File: src/hdl/timer_prescaler_period_select_defines.svh
// Assertion macros for the timer prescaler and period select block.
// Included by the RTL files that carry concurrent checks; no other dependencies.
`ifndef TIMER_PRESCALER_PERIOD_SELECT_DEFINES_SVH
`define TIMER_PRESCALER_PERIOD_SELECT_DEFINES_SVH

`ifndef SYNTHESIS

// Same-cycle implication, disabled during reset
`define TPPS_ASSERT_SAME(label, clk, rst, ante, cons) \
   label: assert property (@(posedge clk) disable iff (rst) (ante) |-> (cons)) \
      else $error("tpps check failed");

// Next-cycle implication, disabled during reset
`define TPPS_ASSERT_NEXT(label, clk, rst, ante, cons) \
   label: assert property (@(posedge clk) disable iff (rst) (ante) |=> (cons)) \
      else $error("tpps check failed");

`else

`define TPPS_ASSERT_SAME(label, clk, rst, ante, cons)
`define TPPS_ASSERT_NEXT(label, clk, rst, ante, cons)

`endif

`endif

File: src/hdl/tpps_pkg.sv
// Shared types, codes and tables for the timer prescaler and period select block.
// No dependencies; used by the interfaces and all modules.
package tpps_pkg;

   localparam int unsigned DATA_W  = 32;
   localparam int unsigned MODE_W  = 2;
   localparam int unsigned CODE_W  = 3;
   localparam int unsigned STAT_W  = 2;
   localparam int unsigned IDX_W   = 3;
   localparam int unsigned SHIFT_W = 4;

   localparam logic [DATA_W-1:0] RESET_BASE_CLOCK = 32'd24000000;

   // Width mode codes
   localparam logic [MODE_W-1:0] MODE_8BIT  = 2'd0;
   localparam logic [MODE_W-1:0] MODE_16BIT = 2'd1;

   // Status codes
   localparam logic [STAT_W-1:0] STATUS_OK        = 2'd0;
   localparam logic [STAT_W-1:0] STATUS_NO_FIT    = 2'd1;
   localparam logic [STAT_W-1:0] STATUS_ZERO_FREQ = 2'd2;

   // Prescaler code DIV1, used for errors and no fit
   localparam logic [CODE_W-1:0] PRESC_DIV1 = 3'd0;

   // Last entry of the prescaler try table
   localparam logic [IDX_W-1:0] TRY_LAST = 3'd6;

   typedef struct packed {
      logic [DATA_W-1:0] compare_value;
      logic [CODE_W-1:0] prescaler_code;
      logic [STAT_W-1:0] status;
   } result_type;

   // Counter maximum per width mode; the unused mode counts as 32 bit
   function automatic logic [DATA_W-1:0] width_max(input logic [MODE_W-1:0] mode);
      logic [DATA_W-1:0] maxv;
      unique case (mode)
         MODE_8BIT:  maxv = 32'h0000_00FF;
         MODE_16BIT: maxv = 32'h0000_FFFF;
         default:    maxv = 32'hFFFF_FFFF;
      endcase
      return maxv;
   endfunction

   // Prescaler shift for each try; DIV32, DIV128 and DIV512 are skipped
   function automatic logic [SHIFT_W-1:0] try_shift(input logic [IDX_W-1:0] idx);
      logic [SHIFT_W-1:0] sh;
      unique case (idx)
         3'd0:    sh = 4'd1;
         3'd1:    sh = 4'd2;
         3'd2:    sh = 4'd3;
         3'd3:    sh = 4'd4;
         3'd4:    sh = 4'd6;
         3'd5:    sh = 4'd8;
         default: sh = 4'd10;
      endcase
      return sh;
   endfunction

endpackage

File: src/hdl/tpps_if.sv
// Valid/ready channel interfaces for request and response transactions.
// Depends on tpps_pkg for field widths.
interface tpps_req_if;
   logic                           valid;
   logic                           ready;
   logic [tpps_pkg::DATA_W-1:0]    target_frequency;
   logic [tpps_pkg::MODE_W-1:0]    width_mode;

   modport source (output valid, target_frequency, width_mode, input ready);
   modport sink   (input valid, target_frequency, width_mode, output ready);
endinterface

interface tpps_rsp_if;
   logic                           valid;
   logic                           ready;
   logic [tpps_pkg::DATA_W-1:0]    compare_value;
   logic [tpps_pkg::CODE_W-1:0]    prescaler_code;
   logic [tpps_pkg::STAT_W-1:0]    status;

   modport source (output valid, compare_value, prescaler_code, status, input ready);
   modport sink   (input valid, compare_value, prescaler_code, status, output ready);
endinterface

File: src/hdl/timer_prescaler_period_select.sv
// Top level: timer prescaler and period compare selection.
// Depends on tpps_pkg, tpps_if, tpps_divider, tpps_search and the defines header.
//
//   channel | dir | fields                                      | handshake
//   req     | in  | target_frequency[31:0], width_mode[1:0]     | valid/ready
//   rsp     | out | compare_value[31:0], prescaler_code[2:0],   | valid/ready
//           |     | status[1:0]                                 |
//   csr     | in  | csr_wdata[31:0] = base clock in Hz          | csr_we
//
// A transaction passes from accept through the bit-serial divider and then the
// prescaler search before response valid. A zero frequency skips both and goes
// straight to the response. One transaction is in flight at a time; req.ready is
// low until the response is taken, and rsp.ready stalls hold it.
// Reset is synchronous; the base clock register resets to 24 MHz.
`include "timer_prescaler_period_select_defines.svh"

module timer_prescaler_period_select (
   input  logic                        clock,
   input  logic                        reset,
   input  logic                        csr_we,
   input  logic [tpps_pkg::DATA_W-1:0] csr_wdata,
   tpps_req_if.sink                    req_bus,
   tpps_rsp_if.source                  rsp_bus
);

   typedef enum logic [1:0] {
      ST_IDLE,
      ST_DIVIDE,
      ST_SEARCH,
      ST_RESPOND
   } state_type;

   state_type                   state_ff;
   logic [tpps_pkg::DATA_W-1:0] base_clock_ff;
   logic [tpps_pkg::MODE_W-1:0] mode_ff;
   tpps_pkg::result_type        rsp_ff;
   logic                        req_accept;
   logic                        zero_freq;
   logic                        div_start;
   logic                        div_done;
   logic [tpps_pkg::DATA_W-1:0] div_quotient;
   logic                        search_done;
   tpps_pkg::result_type        search_result;

   assign req_bus.ready = (state_ff == ST_IDLE);
   assign req_accept    = req_bus.valid && req_bus.ready;
   assign zero_freq     = (req_bus.target_frequency == '0);
   assign div_start     = req_accept && !zero_freq;

   // Base clock configuration register
   always_ff @(posedge clock) begin
      if (reset) begin
         base_clock_ff <= tpps_pkg::RESET_BASE_CLOCK;
      end else if (csr_we) begin
         base_clock_ff <= csr_wdata;
      end
   end

   // Ratio = base clock / frequency
   tpps_divider u_divider (
      .clock    (clock),
      .reset    (reset),
      .start    (div_start),
      .dividend (base_clock_ff),
      .divisor  (req_bus.target_frequency),
      .done     (div_done),
      .quotient (div_quotient)
   );

   // Prescaler search over the ratio
   tpps_search u_search (
      .clock      (clock),
      .reset      (reset),
      .start      (div_done),
      .ratio      (div_quotient),
      .width_mode (mode_ff),
      .done       (search_done),
      .result     (search_result)
   );

   // Sequencer and response register
   always_ff @(posedge clock) begin
      if (reset) begin
         state_ff <= ST_IDLE;
      end else begin
         unique case (state_ff)
            ST_IDLE: begin
               if (req_accept) begin
                  mode_ff <= req_bus.width_mode;
                  if (zero_freq) begin
                     rsp_ff.compare_value  <= '0;
                     rsp_ff.prescaler_code <= tpps_pkg::PRESC_DIV1;
                     rsp_ff.status         <= tpps_pkg::STATUS_ZERO_FREQ;
                     state_ff              <= ST_RESPOND;
                  end else begin
                     state_ff <= ST_DIVIDE;
                  end
               end
            end
            ST_DIVIDE: begin
               if (div_done) begin
                  state_ff <= ST_SEARCH;
               end
            end
            ST_SEARCH: begin
               if (search_done) begin
                  rsp_ff   <= search_result;
                  state_ff <= ST_RESPOND;
               end
            end
            ST_RESPOND: begin
               if (rsp_bus.ready) begin
                  state_ff <= ST_IDLE;
               end
            end
            default: state_ff <= ST_IDLE;
         endcase
      end
   end

   assign rsp_bus.valid          = (state_ff == ST_RESPOND);
   assign rsp_bus.compare_value  = rsp_ff.compare_value;
   assign rsp_bus.prescaler_code = rsp_ff.prescaler_code;
   assign rsp_bus.status         = rsp_ff.status;

   // Checks
   `TPPS_ASSERT_SAME(a_div_done_in_divide, clock, reset, div_done, state_ff == ST_DIVIDE)
   `TPPS_ASSERT_SAME(a_search_done_in_search, clock, reset, search_done, state_ff == ST_SEARCH)
   `TPPS_ASSERT_NEXT(a_accept_drops_ready, clock, reset, req_accept, !req_bus.ready)
   `TPPS_ASSERT_SAME(a_zero_freq_result, clock, reset,
      rsp_bus.valid && rsp_bus.status == tpps_pkg::STATUS_ZERO_FREQ,
      rsp_bus.compare_value == '0 && rsp_bus.prescaler_code == tpps_pkg::PRESC_DIV1)

endmodule

File: src/hdl/tpps_divider.sv
// Iterative restoring divider, one quotient bit per cycle.
// Depends on tpps_pkg for the data width.
module tpps_divider (
   input  logic                        clock,
   input  logic                        reset,
   input  logic                        start,
   input  logic [tpps_pkg::DATA_W-1:0] dividend,
   input  logic [tpps_pkg::DATA_W-1:0] divisor,
   output logic                        done,
   output logic [tpps_pkg::DATA_W-1:0] quotient
);

   localparam int unsigned CNT_W = $clog2(tpps_pkg::DATA_W);

   logic                        busy_ff, busy_in;
   logic                        done_ff, done_in;
   logic [CNT_W-1:0]            count_ff, count_in;
   logic [tpps_pkg::DATA_W-1:0] rem_ff, rem_in;
   logic [tpps_pkg::DATA_W-1:0] quo_ff, quo_in;
   logic [tpps_pkg::DATA_W-1:0] div_ff, div_in;
   logic [tpps_pkg::DATA_W:0]   trial;
   logic [tpps_pkg::DATA_W:0]   diff;
   logic                        fits;

   // Shift in the next dividend bit and trial subtract
   assign trial = {rem_ff, quo_ff[tpps_pkg::DATA_W-1]};
   assign diff  = trial - {1'b0, div_ff};
   assign fits  = (trial >= {1'b0, div_ff});

   always_comb begin
      busy_in  = busy_ff;
      done_in  = 1'b0;
      count_in = count_ff;
      rem_in   = rem_ff;
      quo_in   = quo_ff;
      div_in   = div_ff;
      if (start) begin
         busy_in  = 1'b1;
         count_in = '1;
         rem_in   = '0;
         quo_in   = dividend;
         div_in   = divisor;
      end else if (busy_ff) begin
         rem_in   = fits ? diff[tpps_pkg::DATA_W-1:0] : trial[tpps_pkg::DATA_W-1:0];
         quo_in   = {quo_ff[tpps_pkg::DATA_W-2:0], fits};
         count_in = count_ff - 1'b1;
         if (count_ff == '0) begin
            busy_in = 1'b0;
            done_in = 1'b1;
         end
      end
   end

   always_ff @(posedge clock) begin
      if (reset) begin
         busy_ff <= 1'b0;
         done_ff <= 1'b0;
      end else begin
         busy_ff <= busy_in;
         done_ff <= done_in;
      end
      count_ff <= count_in;
      rem_ff   <= rem_in;
      quo_ff   <= quo_in;
      div_ff   <= div_in;
   end

   assign done     = done_ff;
   assign quotient = quo_ff;

endmodule

File: src/hdl/tpps_search.sv
// Prescaler search: one shift, subtract and compare per cycle over the try table.
// Depends on tpps_pkg for the try table, width limits and result type.
module tpps_search (
   input  logic                        clock,
   input  logic                        reset,
   input  logic                        start,
   input  logic [tpps_pkg::DATA_W-1:0] ratio,
   input  logic [tpps_pkg::MODE_W-1:0] width_mode,
   output logic                        done,
   output tpps_pkg::result_type        result
);

   logic                        busy_ff, busy_in;
   logic                        done_ff, done_in;
   logic [tpps_pkg::IDX_W-1:0]  idx_ff, idx_in;
   logic [tpps_pkg::DATA_W-1:0] ratio_ff, ratio_in;
   logic [tpps_pkg::DATA_W-1:0] maxv_ff, maxv_in;
   tpps_pkg::result_type        result_ff, result_in;
   logic [tpps_pkg::DATA_W-1:0] cmp;

   // Shared unit: compare = (ratio >> shift) - 1, wrapping
   assign cmp = (ratio_ff >> tpps_pkg::try_shift(idx_ff)) - 1'b1;

   always_comb begin
      busy_in   = busy_ff;
      done_in   = 1'b0;
      idx_in    = idx_ff;
      ratio_in  = ratio_ff;
      maxv_in   = maxv_ff;
      result_in = result_ff;
      if (start) begin
         busy_in  = 1'b1;
         idx_in   = '0;
         ratio_in = ratio;
         maxv_in  = tpps_pkg::width_max(width_mode);
      end else if (busy_ff) begin
         result_in.compare_value = cmp;
         priority if (cmp < maxv_ff) begin
            result_in.prescaler_code = idx_ff + 1'b1;
            result_in.status         = tpps_pkg::STATUS_OK;
            busy_in                  = 1'b0;
            done_in                  = 1'b1;
         end else if (idx_ff == tpps_pkg::TRY_LAST) begin
            result_in.prescaler_code = tpps_pkg::PRESC_DIV1;
            result_in.status         = tpps_pkg::STATUS_NO_FIT;
            busy_in                  = 1'b0;
            done_in                  = 1'b1;
         end else begin
            idx_in = idx_ff + 1'b1;
         end
      end
   end

   always_ff @(posedge clock) begin
      if (reset) begin
         busy_ff <= 1'b0;
         done_ff <= 1'b0;
      end else begin
         busy_ff <= busy_in;
         done_ff <= done_in;
      end
      idx_ff    <= idx_in;
      ratio_ff  <= ratio_in;
      maxv_ff   <= maxv_in;
      result_ff <= result_in;
   end

   assign done   = done_ff;
   assign result = result_ff;

endmodule

File: src/flat_wrapper.sv
// flat-port wrapper written by rule: the top's interface ports become plain ports
module timer_prescaler_period_select_flat 
  (clock, reset, csr_we, csr_wdata, req_bus_valid, req_bus_target_frequency, req_bus_width_mode, req_bus_ready, rsp_bus_valid, rsp_bus_compare_value, rsp_bus_prescaler_code, rsp_bus_status, rsp_bus_ready);
  tpps_req_if req_bus_i ();
  tpps_rsp_if rsp_bus_i ();
  input  logic clock;
  input  logic reset;
  input  logic csr_we;
  input  logic [tpps_pkg::DATA_W-1:0] csr_wdata;
  input wire logic [$bits(req_bus_i.valid)-1:0] req_bus_valid;
  input wire logic [$bits(req_bus_i.target_frequency)-1:0] req_bus_target_frequency;
  input wire logic [$bits(req_bus_i.width_mode)-1:0] req_bus_width_mode;
  output wire logic [$bits(req_bus_i.ready)-1:0] req_bus_ready;
  output wire logic [$bits(rsp_bus_i.valid)-1:0] rsp_bus_valid;
  output wire logic [$bits(rsp_bus_i.compare_value)-1:0] rsp_bus_compare_value;
  output wire logic [$bits(rsp_bus_i.prescaler_code)-1:0] rsp_bus_prescaler_code;
  output wire logic [$bits(rsp_bus_i.status)-1:0] rsp_bus_status;
  input wire logic [$bits(rsp_bus_i.ready)-1:0] rsp_bus_ready;
  assign req_bus_i.valid = req_bus_valid;
  assign req_bus_i.target_frequency = req_bus_target_frequency;
  assign req_bus_i.width_mode = req_bus_width_mode;
  assign req_bus_ready = req_bus_i.ready;
  assign rsp_bus_valid = rsp_bus_i.valid;
  assign rsp_bus_compare_value = rsp_bus_i.compare_value;
  assign rsp_bus_prescaler_code = rsp_bus_i.prescaler_code;
  assign rsp_bus_status = rsp_bus_i.status;
  assign rsp_bus_i.ready = rsp_bus_ready;
  timer_prescaler_period_select u_core (.clock(clock), .reset(reset), .csr_we(csr_we), .csr_wdata(csr_wdata), .req_bus(req_bus_i), .rsp_bus(rsp_bus_i));
endmodule
File: config.mk
export PLATFORM = sky130hd
export DESIGN_NAME = timer_prescaler_period_select_flat
export DESIGN_NICKNAME = d
export VERILOG_FILES = /design/src/hdl/tpps_pkg.sv /design/src/hdl/tpps_if.sv /design/src/hdl/timer_prescaler_period_select.sv /design/src/hdl/tpps_divider.sv /design/src/hdl/tpps_search.sv /design/src/flat_wrapper.sv
export VERILOG_INCLUDE_DIRS = /design/src /design/src/hdl
export SDC_FILE = /design/constraint.sdc
export NUM_CORES = 1
export LEC_CHECK = 0
export BUFFER_PORTS_ARGS = -buffer_cell sky130_fd_sc_hd__buf_4
export CORE_AREA = 2 2 156 158
export CTS_CLUSTER_DIAMETER = 150
export DETAILED_ROUTE_END_ITERATION = 6
export DIE_AREA = 0 0 158 160
export PLACE_DENSITY = 0.91
export SLEW_MARGIN = 25
export SYNTH_ARGS = -nofsm -noshare
export SYNTH_HDL_FRONTEND = slang
export SYNTH_SLANG_ARGS = --single-unit
File: constraint.sdc
create_clock -name clock -period 8 [get_ports clock]
set_input_delay 0 -clock clock [delete_from_list [all_inputs] [get_ports clock]]
set_output_delay 0 -clock clock [all_outputs]
set_load 0.01 [all_outputs]
==> Yosys cells after proc, flatten, opt, wreduce, memory -nomap -nowiden <==
Index checks and enable logic that the tools add are counted.
{ "classes": {"mux": 27, "eq_ne": 15, "n_lt_le_gt_ge": 2, "bitwise_logic": 6, "reduce_logical": 19, "addsub": 4, "shifts": 1} }
{ "ops": {"columns": ["operator", "count"], "rows": [
  ["$mux 37", 3],
  ["$mux 32", 3],
  ["$pmux 37 s2", 1],
  ["$pmux 32 s2", 1],
  ["$ge 33x32->1", 1],
  ["$logic_not 32->1", 1],
  ["$lt 32x32->1", 1],
  ["$shr 32x4->32", 1],
  ["$sub 32x1->32 const B", 1],
  ["$sub 32x32->32", 1],
  ["$pmux 4 s6", 1],
  ["$mux 1", 10],
  ["$mux 2", 5],
  ["$mux 5", 2],
  ["$eq 3x3->1 const B", 3],
  ["$reduce_and 3->1", 3],
  ["$ne 2x2->1 const B", 4],
  ["$pmux 2 s4", 1],
  ["$eq 3x2->1 const B", 2],
  ["$not 1->1", 6],
  ["$reduce_bool 2->1", 3],
  ["$reduce_or 3->1", 2],
  ["$logic_not 5->1", 1],
  ["$reduce_and 5->1", 1],
  ["other kinds (12)", 16]
]} }
{ "totals": {"register_bits": 281, "output_inout_bits": 39, "word_cells": 94, "in_bits": 71} }

==> Longest topological paths before layout <==
Gate-level depths: netlist of the first run.
{ "logic_depth": {"ltp_word": 8, "mapped_depth": 33, "depth_no_buf": 26} }

==> Modules after synthesis <==
From an unflattened synthesis of the first run, not the netlist that was laid out.
{ "unflattened": {"hier_cells": 1338, "area_unflattened_um2": 14340.0} }
{ "by_module_without_submodules": {"columns": ["mod", "seq_area_each_um2", "n_inst", "area_each_um2", "cells_per_inst"], "rows": [
  ["tpps_divider", 2702.6, 1, 5950.7, 590],
  ["tpps_search", 2202.1, 1, 5536.6, 525],
  ["timer_prescaler_period_select", 1851.8, 1, 2852.7, 223]
]} }

==> Least setup slack after synthesis of the first run <==
No wires, ideal clock.
{ "synth_path": {"path_type": "register -> register", "start": "register u_core.u_search.idx_ff[2] (netlist bit)", "end": "register u_core.u_search.result_ff, in the netlist u_core.u_search.result[0], enable pin", "arrival_ns": 5.916, "slack_ns": 1.711, "setup_time_ns": 0.373, "path_stages_with_launch": 29, "t_required_ns": 7.627, "cell_sequence": "dfxtp_1 > buf_4 > buf_2 > inv_1 > ha_1 > or2_2 > buf_2 > a2111oi_0 > a221oi_1 > o221ai_1 > ha_1 > o31ai_1 > or2_2 > nor2_1 > and4_1 > or4b_4 > o21ai_1 > a21oi_1 > ha_1 > a21o_1 > a21o_1 > a21oi_1 > nor2b_1 > o21ai_0 > o211ai_1 > a221o_1 > a31o_1 > buf_6 > a21boi_0"} }
{ "synth_via": {"elab_chain_cells": 7} }
{ "synth_lines": {"columns": ["element", "line", "source"], "rows": [
  ["start, declared", "tpps_search.sv:15", "logic [tpps_pkg::IDX_W-1:0] idx_ff, idx_in;"],
  ["start signal, assigned", "tpps_search.sv:62", "idx_ff <= idx_in;"],
  ["$eq 3x3->1, or another cell as far along", "tpps_pkg.sv:49", "unique case (idx)"],
  ["$pmux 4 s6 (*)", "tpps_pkg.sv:49", null],
  ["$shr 32x4->32 (*)", "tpps_search.sv:22", "assign cmp = (ratio_ff >> tpps_pkg::try_shift(idx_ff)) - 1'b1;"],
  ["$sub 32x1->32 (*)", "tpps_search.sv:22", null],
  ["named net u_core.u_search.cmp, one bit", "tpps_search.sv:19", "logic [tpps_pkg::DATA_W-1:0] cmp;"],
  ["$lt 32x32->1 (*)", "tpps_search.sv:38", "priority if (cmp < maxv_ff) begin"],
  ["$reduce_bool 2->1 (no source line) (*)", null, null],
  ["$reduce_and 3->1 (no source line) (*)", null, null],
  ["end signal, assigned", "tpps_search.sv:65", "result_ff <= result_in;"],
  ["end, declared", "tpps_search.sv:18", "tpps_pkg::result_type result_ff, result_in;"]
]} }
The timed path passes the listed nets; every way through them passes the cells marked *.
A chain may end at the register's enable or synchronous reset.

==> Worst setup path after layout of the first run <==
{ "layout_path": {"start": "register u_core.u_search.idx_ff[0] (netlist bit)", "end": "register u_core.u_search.result_ff, in the netlist u_core.u_search.result[4], enable pin"} }
Same word-level chain as after synthesis.

==> metrics.txt, run 1 <==
Hold Crit Start=csr_we; Mapped Cells=1353; nets=1667; Seq/Total Area, Yosys=47.3%; row count=57; worst path cell trace=inv_1 -> ha_1 -> o21bai_2 -> buf_4 -> mux2i_2 -> mux2i_1 -> mux2i_1 -> nand2_1 -> o21ai_1 -> nor3b_4 -> and4_1 -> or4b_4 -> o21a_1 -> a21oi_1 -> ha_1 -> a21o_1 -> a21o_1 -> a21oi_1 -> nor2b_1 -> o21ai_0 -> o211ai_1 -> a221o_1 -> a31o_1 -> a21boi_0; Fin. Hold Viols=0; Max-slew headroom=41.3%; CTS Buffer Depth=3; drt initial violations=923; post-layout util=71.4%; gr ovfl total=0; Die X=158 µm; Initial Utilization=59.9%; vias in the first global route=11003; WHS Endpoint=u_core.base_clock_ff[9]$_SDFFE_PP1P_; vias per inst=6.01; Reg2Reg Setup Slack=0.69 ns; synthesis-to-finish area growth=19.2%; most common flop cell mapped by yosys=edfxtp_1; P_sw=1.58 mW; Max VDD drop=0.000268 V; Final Skew=0.0302 ns; sw frac=34.3%; Slew Viols, Final=0; total track usage=28.4%; detailed placer's ending HPWL=23500 µm; HP Class=input pin to flip-flop; max-cap violation count=0; final period utilization=91.3%; WL per Instance=19.3 µm; asr flop ratio synth=0%; # DRC=1; Crit path largest cell delay=0.64 ns; RSZ-0062 raised after global routing=false; PD cells=271 nW/µm²; first-pass GRT wire length=57600 µm; largest net degree at the start of global routing=68; placed instance area=15200 µm²; GPL Wtd Cong=0.947; Root Driver=clkbuf_16; CP endpoint kind=flip-flop; Clock H-tree levels=1; fin crit period=7.31 ns; post-synth cell types=88; buffer count from post-CTS setup fixing=0; Crit Path Max Fanout=16; Crit Path Class=flip-flop to flip-flop; initial antenna violation count=0; core area=23800 µm²; Seq pwr share=40.8%; CTS Buf Count=25; chip height=160 µm; WL final=36200 µm; Antenna Violating Nets Remaining=0; WP buf/inv=2; failing checks=design-rule violations; Worst Path Required=8.17 ns; post-route cell area=17000 µm²; number of synthesized flops with an enable pin=173; First-pass DRT Iterations=7; Critical R2R Launch=u_core.u_search.idx_ff[0]$_SDFFE_PP0P_; final std cells w/o fill=1871; Critical Path AT=7.48 ns; total vias in the final route=11254; Yosys Warn Count=0; Yosys reg bits=251; Leakage=7.33 nW; reg2reg end=u_core.u_search.result[4]$_SDFFCE_PP0P_; die area=25300 µm²; critical path's slowest cell=o21bai_2; combinational power share=32.9%; layout cells sized above 1=14.2%; Fin Setup TNS=0 ns; internal power=3.03 mW; cell family with most CP delay=compound AO/OA/AOI/OAI gates; clock transition at the registers of the reported paths=0.07 ns; Synth Cell Area=14300 µm²; fmax=137 MHz; number of I/O port buffers=109; clock network power share=26.3%; TritonCTS clock tree=done; Mapped Avg Cell Area=10.5 µm²; final setup vio count=0; Slew @ Worst Pin=0.881 ns; Cell Count Post-Placement=1733; hold path depth=3; Clock Latency Late Sink=0.55 ns; status=finished, violations left; Clock Sinks=251; I/O pin total=110; Syn Nets=1493; CP startpoint kind=flip-flop; R2R depth=24
==> cells in the final DEF (no fill, tap or decap), types with 6 or more instances in the layout <==
master           n
edfxtp_1       173
nand2_1        143
mux2i_1        132
buf_4          124
dlygate4sd3_1   91
nor2_1          83
dfxtp_1         78
inv_1           68
ha_1            68
o21ai_0         63
a21oi_1         60
and2_1          41
a21o_1          29
xnor2_1         27
clkbuf_16       25
nand3_1         24
xor2_1          23
nor2b_1         20
nor3_1          18
a211o_1         13
nor4_1          13
nand2b_1        12
nand4_1         12
a211oi_1        11
o21a_1          10
or3_1            8
o211ai_1         8
nor3b_1          7
o22ai_1          7
or2_2            6
mux2_2           6
nand3b_1         6
a31oi_1          6
o31ai_1          6
==> how the worst max path moves through the flow <==
stage                                           start                                 endpoint  slack, ns  cells past startpoint
2_1_floorplan  u_core.u_search.idx_ff[2]$_SDFFE_PP0P_  u_core.u_search.result[0]$_SDFFCE_PN0P_       1.71                     28
4_1_cts        u_core.u_search.idx_ff[0]$_SDFFE_PP0P_  u_core.u_search.result[4]$_SDFFCE_PP0P_       0.60                     25
3_3_place_gp   u_core.u_search.idx_ff[0]$_SDFFE_PP0P_  u_core.u_search.result[4]$_SDFFCE_PP0P_       0.87                     25
6_report       u_core.u_search.idx_ff[0]$_SDFFE_PP0P_  u_core.u_search.result[4]$_SDFFCE_PP0P_       0.69                     24
5_1_grt        u_core.u_search.idx_ff[0]$_SDFFE_PP0P_  u_core.u_search.result[4]$_SDFFCE_PP0P_       0.24                     25
3_5_place_dp   u_core.u_search.idx_ff[0]$_SDFFE_PP0P_  u_core.u_search.result[3]$_SDFFCE_PP0P_       0.64                     25
==> layer usage <==
metal | vias to the layer above | routed length (µm) | global-route usage, %
met5 | - | 0 | 0
met4 | 0 | 1350 | 9.79
met3 | 106 | 2060 | 3.15
met2 | 472 | 18300 | 50.1
met1 | 5409 | 14500 | 36.3
li1 | 5267 | - | -
==> kinds of logic after synthesis <==
kind of cell	share of synthesized area [%]
AND/OR/NAND/NOR	15.3
AO/OA/AOI/OAI	12.9
flip-flops	47.3
multiplexers	10.6
buffers and inverters	4.70
adder cells (fa/ha/maj)	6.10
XOR/XNOR	3.07
==> Yosys cell counts, types with 13 or more instances <==
cell type	instances	area share, %
xnor2_1	27	1.7
mux2i_1	132	9.3
nor2_1	83	2.2
a21oi_1	60	2.1
ha_1	68	6.0
o21ai_0	63	2.2
nor4_1	14	0.61
buf_6	13	1.0
clkbuf_1	37	0.97
nand3_1	24	0.84
and2_1	41	1.8
a21o_1	29	1.5
nor3_1	18	0.63
nand2_1	144	3.8
dfxtp_1	78	11
xor2_1	23	1.4
edfxtp_1	173	36
nor2b_1	21	0.92
inv_1	69	1.8
a211o_1	13	0.80
==> registers in the layout, indices dropped and copies added, names as in the netlist, 2 cells and up <==
register                       cells
u_core.u_search.result            36
u_core.base_clock_ff              32
u_core.rsp_bus.compare_value      32
u_core.u_divider.div_ff           32
u_core.u_divider.quotient         32
u_core.u_divider.rem_ff           32
u_core.u_search.ratio_ff          32
u_core.u_divider.count_ff          5
u_core.rsp_bus.prescaler_code      3
u_core.u_search.idx_ff             3
u_core.mode_ff                     2
u_core.rsp_bus.status              2
u_core.state_ff                    2
u_core.u_search.maxv_ff            2
==> worst reg2reg max path: cells and delay by family, from the launching register on <==
kind / cells / cell delay (ns)
AO/OA/AOI/OAI: 12 / 3.21
AND/OR/NAND/NOR: 5 / 1.34
multiplexers: 3 / 0.82
adder cells (fa/ha/maj): 2 / 0.70
buffers and inverters: 2 / 0.45
flip-flops: 1 / 0.41
==> what timing repair did <==
item                                    4_1_cts  5_1_grt
endpoints found under the setup margin        0        4
resized for setup                             0        1
hold buffers                                 91        0
endpoints found under the hold margin        73        0
==> cell type report <==
cell class                      count  area, µm²
Fill cell                        1587       6810
Clock buffer                       30        674
Inverter                           70        263
Antenna cell                        1       2.50
Sequential cell                   251       6760
Timing Repair Buffer              215       1840
Multi-Input combinational cell    964       6890
Tap cell                          324        405
Clock inverter                     16        180
==> through the flow <==
step	hold slack [ns]	total power, mW	setup slack (ns)
finish	0.0495	4.62	0.692
floorplan	0.0989	2.89	1.71
global route	0.0901	4.83	0.237
global placement	0.187	3.19	0.874
detailed placement	0.188	3.27	0.638
CTS	0.0106	4.52	0.597
==> power by group through the flow <==
| stage | clock, mW | sequential (mW) | combinational (mW) |
|---|---|---|---|
| finish | 1.21 | 1.89 | 1.52 |
| global route | 1.27 | 1.91 | 1.65 |
| CTS | 1.21 | 1.87 | 1.43 |
| detailed placement | 0 | 1.89 | 1.38 |
| global placement | 0 | 1.88 | 1.31 |
| floorplan | 0 | 1.86 | 1.03 |
No activity file was read; power rests on OpenSTA's default activity.
==> run 2, diff against run 1 <==
CORE_AREA = 2 2 112 222   (was 2 2 156 158)
DIE_AREA = 0 0 114 224   (was 0 0 158 160)
PLACE_DENSITY = 0.9   (was 0.91)
==> metrics.txt, run 2 (synthesized netlist as in run 1, its figures left out) <==
FF+latch area=6760 µm²; nets=1671; combinational power share=33.8%; sw frac=34.7%; final period utilization=90.5%; largest net degree at the start of global routing=66; placed instance area=15300 µm²; Die X=114 µm; CP endpoint kind=flip-flop; reg2reg end=u_core.u_search.result[0]$_SDFFCE_PN0P_; Reg2Reg Setup Slack=0.76 ns; fillers=1607; CTS Buffer Depth=3; vias per inst=6.27; Leakage=7.28 nW; buffer count from post-CTS setup fixing=0; Crit path largest cell delay=0.56 ns; R2R depth=24; Root Driver=clkbuf_16; Slew @ Worst Pin=0.784 ns; synthesis-to-finish area growth=18.3%; final std cells w/o fill=1833; Critical Path AT=7.41 ns; hold path depth=3; drt initial violations=717; I/O pin total=110; worst path cell trace=inv_1 -> ha_1 -> or2_2 -> a2111oi_0 -> a221oi_1 -> o221ai_1 -> ha_1 -> o31ai_1 -> or2_2 -> nor2_1 -> and4_1 -> or4b_4 -> o21ai_1 -> a21oi_1 -> ha_1 -> a21o_1 -> a21o_1 -> a21oi_1 -> nor2b_1 -> o21ai_0 -> o211ai_1 -> a221o_1 -> a31o_1 -> a21boi_0; first-pass GRT wire length=61600 µm; PostCTS Resize Cnt=0; most frequent cells in the layout=edfxtp_1, nand2_1, mux2i_1; WL per Instance=21.5 µm; HP Class=input pin to flip-flop; PD cells=262 nW/µm²; CP most frequent cell=ha_1; post-route cell area=16900 µm²; WL final=39500 µm; max-cap violation count=0; Worst Path Required=8.17 ns; number of I/O port buffers=109; Critical R2R Launch=u_core.u_search.idx_ff[2]$_SDFFE_PP0P_; Clock Latency Late Sink=0.53 ns; critical path's slowest cell=dfxtp_1; TritonCTS clock tree=done; Cell Count Post-Placement=1703; n_diodes=0; total track usage=31.0%; Crit Path Max Fanout=10; detailed placer's ending HPWL=26300 µm; Antenna Violating Nets Remaining=0; status=finished clean; most common cell after layout, fill and taps aside=edfxtp_1; Fin. Hold Viols=0; post-cts hold buffer count=91; internal power=2.88 mW; Critical Path Sink=u_core.u_search.result[0]$_SDFFCE_PN0P_; WP buf/inv=1; Crit Path Class=flip-flop to flip-flop; First-pass DRT Iterations=6; clock network power share=23.6%; Clock H-tree levels=1; chip height=224 µm; Largest register FFs=36; CTS Buf Count=22; row count=80; fin crit period=7.24 ns; RSZ-0062 raised after global routing=false; gr ovfl total=0; post-layout util=70.9%; total vias in the final route=11502; layout cells sized above 1=14.2%; Slew Viols, Final=0; clock transition at the registers of the reported paths=0.07 ns; cell family with most CP delay=compound AO/OA/AOI/OAI gates; Fin Setup TNS=0 ns; Final Skew=0.0173 ns; Initial Utilization=59.9%; Clock Sinks=251; fmax=138 MHz; GPL Wtd Cong=0.974; Max VDD drop=0.000451 V; P_sw=1.53 mW; Seq pwr share=42.6%; Levels on crit path=24; die area=25500 µm²; final setup vio count=0; CP startpoint kind=flip-flop; crit path from=u_core.u_search.idx_ff[2]$_SDFFE_PP0P_; final hold slack=0.0718 ns; Max-slew headroom=46.4%; initial antenna violation count=0; combined area of the multi-input logic cells=6890 µm²; vias in the first global route=12150; # DRC=0; core area=23800 µm²
[run 2: cell count changes in the layout (fill, tap and decap cells not counted), sizes merged]
cell | before | now
diode | 1 | 0
inv | 73 | 71
clkbuf | 30 | 29
buf | 124 | 131
clkinvlp | 1 | 2
bufinv | 3 | 0
clkinv | 9 | 7
[run 2: worst min-delay path by stage]
stage	start	slack (ns)	endpoint
after floorplan	req_bus_width_mode[0]	0.1	u_core.mode_ff[0]$_DFFE_PP_
after global placement	req_bus_target_frequency[20]	0.19	u_core.u_divider.div_ff[20]$_DFFE_PP_
after detailed placement	req_bus_width_mode[1]	0.18	u_core.mode_ff[1]$_DFFE_PP_
after CTS	csr_we	0.05	u_core.base_clock_ff[24]$_SDFFE_PP1P_
after global routing	csr_we	0.09	u_core.base_clock_ff[9]$_SDFFE_PP1P_
final	csr_we	0.07	u_core.base_clock_ff[21]$_SDFFE_PP1P_
[run 2: per-stage QoR]
stage	worst slack [ns]	power [mW]
after global routing	0.265	4.64
after detailed placement	0.896	3.28
after CTS	0.851	4.35
after floorplan	1.71	2.89
final	0.759	4.42
after global placement	0.893	3.21
[run 2: final cells by class]
cell class	instances	share of cell area (%)
Clock buffer	29	3.73
Clock inverter	10	0.371
Inverter	70	1.56
Multi-Input combinational cell	964	40.8
Sequential cell	251	40.0
Tap cell	287	2.13
Timing Repair Buffer	222	11.4
[run 2: per-layer routing]
| layer | track usage, % | vias up | part of all wire, % |
|---|---|---|---|
| met4 | 24.7 | 0 | 9.1 |
| met2 | 60.5 | 550 | 56 |
| met3 | 3.30 | 225 | 4.8 |
| met1 | 27.3 | 5459 | 30 |
| met5 | 0 | - | 0 |
| li1 | - | 5268 | - |
[run 2: tightest hold or removal path, stage by stage]
cell     delay (ns)
buf_4          0.29
nor2b_1        0.18
a211o_1        0.09
[run 2: power groups by stage]
stage / combinational [mW] / sequential (mW) / clock, mW
after detailed placement: 1.39 / 1.89 / 0
after global routing: 1.65 / 1.90 / 1.10
after floorplan: 1.03 / 1.86 / 0
after global placement: 1.33 / 1.87 / 0
final: 1.49 / 1.88 / 1.04
after CTS: 1.44 / 1.86 / 1.04
